## config.mk

```make
export PLATFORM = sky130hd
export DESIGN_NAME = fp_compare_minmax_classify
export DESIGN_NICKNAME = d
export VERILOG_FILES = /design/src/fpcmc_pkg.sv /design/src/fp_compare_minmax_classify.sv
export SDC_FILE = /design/constraint.sdc
export NUM_CORES = 1
export LEC_CHECK = 0
export BUFFER_PORTS_ARGS = -buffer_cell sky130_fd_sc_hd__buf_4
export CAP_MARGIN = 30
export CORE_MARGIN = 2
export CORE_UTILIZATION = 45
export CTS_CLUSTER_DIAMETER = 200
export CTS_CLUSTER_SIZE = 24
export DETAILED_ROUTE_END_ITERATION = 10
export PLACE_DENSITY = 0.65
export REMOVE_ABC_BUFFERS = 1
export SKIP_LAST_GASP = 1
export SYNTH_ARGS = -nofsm -noshare
export SYNTH_HDL_FRONTEND = slang
export SYNTH_SLANG_ARGS = --single-unit
```

## constraint.sdc

```tcl
create_clock -name i_clk -period 6.7 [get_ports i_clk]
set_input_delay 0.67 -clock i_clk [delete_from_list [all_inputs] [get_ports i_clk]]
set_output_delay 0.67 -clock i_clk [all_outputs]
set_load 0.005 [all_outputs]
```

## src/fpcmc_pkg.sv

```systemverilog
// Package with the command codes and shared types of the compare, min/max and classify block.
`default_nettype none
package fpcmc_pkg;
    typedef enum logic [2:0] {
        CMD_EQ    = 3'd0,
        CMD_LE    = 3'd1,
        CMD_LT    = 3'd2,
        CMD_MIN   = 3'd3,
        CMD_MAX   = 3'd4,
        CMD_CLASS = 3'd5
    } t_cmd;

    localparam logic [63:0] SP_CANON_NAN = 64'h0000_0000_7FC0_0000;
    localparam logic [63:0] DP_CANON_NAN = 64'h7FF8_0000_0000_0000;

    typedef struct packed {
        logic sign;
        logic exp_max;
        logic exp_zero;
        logic frac_zero;
        logic quiet;
    } t_opinfo;
endpackage
`default_nettype wire

```

## src/fp_compare_minmax_classify.sv

```systemverilog
// Top level of the floating-point compare, min/max and classify pipeline.
// Usage: one beat on the slave side carries a command, a precision bit and two raw
// operands; one beat on the master side returns the 64-bit result and the invalid flag.
// s_axis_tdata packs command[2:0], is_double[3], operand_a[67:4], operand_b[131:68].
// m_axis_tdata packs result[63:0], invalid[64], zero padded to 72 bits.
// The pipe has three register stages: operand decode, magnitude compare, and
// result selection with an output register. An accepted beat passes through the
// decode, compare and output registers before it is valid on the master side.
// Throughput is one beat per cycle; a new beat is taken every cycle while the
// output side accepts.
// When the receiver stalls, each full stage holds while empty stages still fill,
// and s_axis_tready falls only once the pipe is full, so nothing is lost or repeated.
// Reset clears the valid bits of all stages; data registers are not reset.
`default_nettype none
module fp_compare_minmax_classify (
    input  wire logic         i_clk,
    input  wire logic         i_rst_n,
    input  wire logic         s_axis_tvalid,
    output logic              s_axis_tready,
    input  wire logic [135:0] s_axis_tdata,  // command, is_double, operand_a, operand_b
    output logic              m_axis_tvalid,
    input  wire logic         m_axis_tready,
    output logic [71:0]       m_axis_tdata   // result, invalid
);
    // Stage 1: decode.
    logic               r_v1, r_v2, r_v3;
    logic [2:0]         r_cmd1, r_cmd2;
    logic               r_dbl1, r_dbl2;
    logic [63:0]        r_a1, r_b1, r_a2, r_b2;
    fpcmc_pkg::t_opinfo r_ia1, r_ib1, r_ia2, r_ib2;
    logic               r_lt2, r_eq2, r_mzero2;
    logic [63:0]        r_res3;
    logic               r_inv3;

    logic en1, en2, en3;
    assign en3 = !r_v3 || m_axis_tready;
    assign en2 = !r_v2 || en3;
    assign en1 = !r_v1 || en2;
    assign s_axis_tready = en1;

    logic [63:0] n_a, n_b;
    logic        n_dbl;
    assign n_dbl = s_axis_tdata[3];
    assign n_a = n_dbl ? s_axis_tdata[67:4] : {32'd0, s_axis_tdata[35:4]};
    assign n_b = n_dbl ? s_axis_tdata[131:68] : {32'd0, s_axis_tdata[99:68]};

    function automatic fpcmc_pkg::t_opinfo decode(input logic [63:0] x, input logic dbl);
        fpcmc_pkg::t_opinfo r;
        if (dbl) begin
            r.sign = x[63];
            r.exp_max = &x[62:52];
            r.exp_zero = ~|x[62:52];
            r.frac_zero = ~|x[51:0];
            r.quiet = x[51];
        end else begin
            r.sign = x[31];
            r.exp_max = &x[30:23];
            r.exp_zero = ~|x[30:23];
            r.frac_zero = ~|x[22:0];
            r.quiet = x[22];
        end
        return r;
    endfunction

    always_ff @(posedge i_clk) begin
        if (!i_rst_n) begin
            r_v1 <= 1'b0;
        end else if (en1) begin
            r_v1 <= s_axis_tvalid;
        end
        if (en1) begin
            r_cmd1 <= s_axis_tdata[2:0];
            r_dbl1 <= n_dbl;
            r_a1 <= n_a;
            r_b1 <= n_b;
            r_ia1 <= decode(n_a, n_dbl);
            r_ib1 <= decode(n_b, n_dbl);
        end
    end

    // Stage 2: magnitude compare.
    logic [62:0] ma, mb;
    logic        sa, sb, n_mzero, n_lt;
    assign ma = r_dbl1 ? r_a1[62:0] : {32'd0, r_a1[30:0]};
    assign mb = r_dbl1 ? r_b1[62:0] : {32'd0, r_b1[30:0]};
    assign sa = r_ia1.sign;
    assign sb = r_ib1.sign;
    assign n_mzero = (ma == 63'd0) && (mb == 63'd0);
    always_comb begin
        if (n_mzero) n_lt = 1'b0;
        else if (sa != sb) n_lt = sa;
        else n_lt = sa ? (ma > mb) : (ma < mb);
    end

    always_ff @(posedge i_clk) begin
        if (!i_rst_n) begin
            r_v2 <= 1'b0;
        end else if (en2) begin
            r_v2 <= r_v1;
        end
        if (en2) begin
            r_cmd2 <= r_cmd1;
            r_dbl2 <= r_dbl1;
            r_a2 <= r_a1;
            r_b2 <= r_b1;
            r_ia2 <= r_ia1;
            r_ib2 <= r_ib1;
            r_lt2 <= n_lt;
            r_eq2 <= (r_a1 == r_b1) || n_mzero;
            r_mzero2 <= n_mzero;
        end
    end

    // Stage 3: result selection.
    logic        an, bn, snan, pick_a;
    logic [63:0] n_res;
    logic        n_inv;
    logic [9:0]  cls;
    assign an = r_ia2.exp_max && !r_ia2.frac_zero;
    assign bn = r_ib2.exp_max && !r_ib2.frac_zero;
    assign snan = (an && !r_ia2.quiet) || (bn && !r_ib2.quiet);

    always_comb begin
        cls = 10'd0;
        if (an) cls[r_ia2.quiet ? 9 : 8] = 1'b1;
        else if (r_ia2.exp_max) cls[r_ia2.sign ? 0 : 7] = 1'b1;
        else if (!r_ia2.exp_zero) cls[r_ia2.sign ? 1 : 6] = 1'b1;
        else if (!r_ia2.frac_zero) cls[r_ia2.sign ? 2 : 5] = 1'b1;
        else cls[r_ia2.sign ? 3 : 4] = 1'b1;
    end

    always_comb begin
        n_res = 64'd0;
        n_inv = 1'b0;
        pick_a = 1'b0;
        case (r_cmd2)
            fpcmc_pkg::CMD_EQ: begin
                n_inv = snan;
                n_res = {63'd0, !(an || bn) && r_eq2};
            end
            fpcmc_pkg::CMD_LE: begin
                n_inv = an || bn;
                n_res = {63'd0, !(an || bn) && (r_eq2 || r_lt2)};
            end
            fpcmc_pkg::CMD_LT: begin
                n_inv = an || bn;
                n_res = {63'd0, !(an || bn) && r_lt2};
            end
            fpcmc_pkg::CMD_MIN, fpcmc_pkg::CMD_MAX: begin
                n_inv = snan;
                if (r_mzero2) begin
                    pick_a = (r_cmd2 == fpcmc_pkg::CMD_MIN) ? r_ia2.sign : !r_ia2.sign;
                end else begin
                    pick_a = (r_cmd2 == fpcmc_pkg::CMD_MIN) ? r_lt2 : !r_lt2;
                end
                if (an && bn) begin
                    n_res = r_dbl2 ? fpcmc_pkg::DP_CANON_NAN : fpcmc_pkg::SP_CANON_NAN;
                end else if (an) begin
                    n_res = r_b2;
                end else if (bn) begin
                    n_res = r_a2;
                end else begin
                    n_res = pick_a ? r_a2 : r_b2;
                end
            end
            fpcmc_pkg::CMD_CLASS: begin
                n_res = {54'd0, cls};
            end
            default: begin
                n_res = 64'd0;
            end
        endcase
    end

    always_ff @(posedge i_clk) begin
        if (!i_rst_n) begin
            r_v3 <= 1'b0;
        end else if (en3) begin
            r_v3 <= r_v2;
        end
        if (en3) begin
            r_res3 <= n_res;
            r_inv3 <= n_inv;
        end
    end

    assign m_axis_tvalid = r_v3;
    assign m_axis_tdata = {7'd0, r_inv3, r_res3};

    a_hold: assert property (@(posedge i_clk) disable iff (!i_rst_n)
        r_v3 && !m_axis_tready |=> r_v3 && $stable(r_res3))
        else $error("output beat changed under stall");
    a_ready: assert property (@(posedge i_clk) disable iff (!i_rst_n)
        !s_axis_tready |-> r_v1 && r_v2 && r_v3)
        else $error("ready low while pipe not full");
    a_cmpbit: assert property (@(posedge i_clk) disable iff (!i_rst_n)
        r_v3 && m_axis_tready && $past(en3) && $past(r_v2)
        && ($past(r_cmd2) == fpcmc_pkg::CMD_LT) |-> r_res3[63:1] == 63'd0)
        else $error("compare result wider than one bit");
endmodule
`default_nettype wire

```

==> impl_results.md <==
- Status: finished, final reports clean
- Power Dens Cells: 242 nW/um^2
- Number of flops mapped to enable cells by yosys: 349
- DP HPWL: 27900 um
- Clk sinks: 352
- Clock tree buffer depth: 3
- Largest area contributor in the netlist: edfxtp_1
- Die Ht: 188 um
- Worst Tran Pin Value: 0.881 ns
- Clock network power share: 0.275
- GRT Overall Usage: 0.216
- Crit path cell chain: nand3b_1 > xnor2_1 > o21ai_4 > buf_4 > mux2i_1 > o21ai_0
- Share of layout cells above drive strength 1: 0.187
- CTS root buffer: clkbuf_16
- Final core occ: 0.532
- Worst-path clk slew: 0.10 ns
- Total CTS buffers: 18
- Finished Cell Area: 17700 sq um
- Gpl congestion: 0.902
- Pint: 0.00329 W
- Initial antenna violation count: 1
- Ranking of synthesized cells by area: edfxtp_1, ha_1, and2_1, nand2_1, nor4_1
- Synth cell types: 49
- FF+latch count, synth: 352
- Post-Layout Cell Count: 1768
- CP Max Fanout: 36
- Io pins: 214
- Setup repair after global routing missed its margin: false
- Setup crit end kind: register
- Max incr delay on CP: 0.70 ns
- Mapped Cells: 1115
- Setup TNS: 0 ns
- CP startpoint: r_cmd2[2]$_DFFE_PP_
- Reg2Reg Setup Slack: 3.70 ns
- Sw frac: 0.234
- Rows: 67
- Minimum period implied by the final worst setup slack: 3.00 ns
- Max-cap viol count: 0
- Leakage: 7.12 nW
- Worst rel slew slack: 0.410
- Reg-to-reg startpoint: r_cmd2[2]$_DFFE_PP_
- # hold bufs at CTS: 0
- Avg WL per Cell: 21.6 um
- Asr flop ratio synth: 0
- Type of origin of the critical path: register
- Routed Antenna Nets: 0
- Remaining Overflow, GRT: 0
- Tot Pwr: 0.00430 W
- Critical Path End: r_res3[2]$_DFFE_PP_
- FF-to-FF End: r_res3[2]$_DFFE_PP_
- R2r worst-path depth: 6
- Routed vias/inst: 5.46
- Worst EP arrival: 3.24 ns
- Floorplan core area: 33400 sq um
- Critical path class: reg -> reg
- Area of placed instances: 17200 sq um
- Top FF cell, synth: edfxtp_1
- Combinational Power Share: 0.110
- Clock Latency Late Sink: 0.52 ns
- # diodes: 0
- Initial drt markers: 913
- Max Clock Freq: 334 MHz
- Die extent in x: 188 um
- Worst Hold Class: in -> reg
- Setup Skew: 0.0200 ns
- CTS tree: built
- Fin crit share: 0.447
- Routed wire length: 38200 um
- # H-tree levels: 1
- CTS resizes: 0
- PortBufs: 202
- Final Hold Fails: 0
- Critical Path RT: 6.95 ns
- Syn-to-layout area delta: 17.0%
- CP max-delay cell: o21ai_4
- Slew Limit Fails: 0
- Placed Instances: 1740
- Die area: 35200 sq um
- Initial Util: 0.455
- Nets: 1516
- Commonest non-fill, non-tap cell in the layout: edfxtp_1
- Seq/Total Area, Yosys: 0.695
- Largest net degree at the start of global routing: 79
- Switch Pwr: 0.00101 W
- Setup Buffers After CTS: 0
- Synth Area per Inst: 13.6 sq um
- YS warnings: 0
- Drt first pass iters: 6
- Vias in the first global route: 9340
- VDD IR-drop max: 0.147 mV
- Cell Area, Synth: 15200 sq um
- Sequential share of power: 0.614
- Vias: 9655
- DRC: 0
- Global-route wire length before repair: 57500 um
- Setup Viol. Count Final: 0
- Area share of the largest cell type after synthesis: 0.691
- Commonest non-fill, non-tap cells in the layout: edfxtp_1, buf_4, nand2_1, and2_1, ha_1
==> cells by family after synthesis <==
kind of cell	share of synthesized area
AO/OA/AOI/OAI	0.0456
XOR/XNOR	0.0202
adder cells (fa/ha/maj)	0.0520
buffers and inverters	0.0224
flip-flops	0.695
multiplexers	0.0109
other	0.000247
AND/OR/NAND/NOR	0.154
==> metal layers <==
layer  vias up  GRT usage  part of all wire  wire length, um
met5         -          0                 0                0
met2       338      0.333              0.45            17200
met1      4736      0.337              0.47            18000
met4         0     0.0339             0.012              445
li1       4555          -                 -                -
met3        26     0.0256             0.067             2540
==> how the worst min path moves through the flow <==
stage                                    from                  end  cells after the start
after floorplan           r_cmd1[0]$_DFFE_PP_  r_cmd2[0]$_DFFE_PP_                      0
after global placement    r_cmd1[2]$_DFFE_PP_  r_cmd2[2]$_DFFE_PP_                      0
after detailed placement  r_cmd1[1]$_DFFE_PP_  r_cmd2[1]$_DFFE_PP_                      0
after CTS                    s_axis_tdata[77]    r_b1[9]$_DFFE_PP_                      1
after global routing         s_axis_tdata[24]   r_a1[20]$_DFFE_PP_                      1
final                        s_axis_tdata[24]   r_a1[20]$_DFFE_PP_                      1
==> worst max-delay path, delay by kind of cell (launching register included) <==
kind | cells | cell delay (ns)
AO/OA/AOI/OAI | 2 | 0.83
XOR/XNOR | 1 | 0.21
buffers and inverters | 1 | 0.59
flip-flops | 1 | 0.50
multiplexers | 1 | 0.31
AND/OR/NAND/NOR | 1 | 0.25
==> area by class of cell <==
type / instances / area [sq um]
fillers: 2892 / 15600
inverters: 37 / 139
well taps: 448 / 561
multi-input cells: 689 / 4350
flip-flops and latches: 352 / 10500
repair buffers: 215 / 1650
clock inverters: 1 / 8.76
clock buffers: 26 / 502
==> power by group through the flow <==
stage          logic [W]  clock network (W)  registers [W]
2_1_floorplan   0.000248                  0        0.00266
3_3_place_gp    0.000468                  0        0.00269
3_5_place_dp    0.000477                  0        0.00269
4_1_cts         0.000479            0.00121        0.00264
5_1_grt         0.000528            0.00129        0.00266
6_report        0.000475            0.00118        0.00264
==> cell usage after synthesis (12+ instances only) <==
master / instances
nand3_1: 16
ha_1: 63
edfxtp_1: 349
nor3_1: 49
inv_1: 37
o21ai_0: 17
nand4_1: 38
nor4_1: 57
mux2i_1: 12
a21oi_1: 60
nand2_1: 137
nor2_1: 37
clkbuf_1: 32
and2_1: 95
xnor2_1: 30
==> per-stage QoR <==
step                      worst slack [ns]  hold WS (ns)
after floorplan                       1.01         0.400
after global placement                3.66         0.404
after detailed placement              3.64         0.405
after CTS                             3.65         0.315
after global routing                  3.42         0.311
final                                 3.70         0.330
==> flip-flops by register name, indices dropped and copies added, names as in the netlist, 3 cells and up <==
name and flops:
r_cmd1 3, r_a1 64, r_res3 64, r_a2 64, r_cmd2 3, r_ib1 3, r_ib2 3, r_ia2 5
r_ia1 4, r_b1 64, r_b2 64
Note: power is estimated with default switching activity, not from simulation.
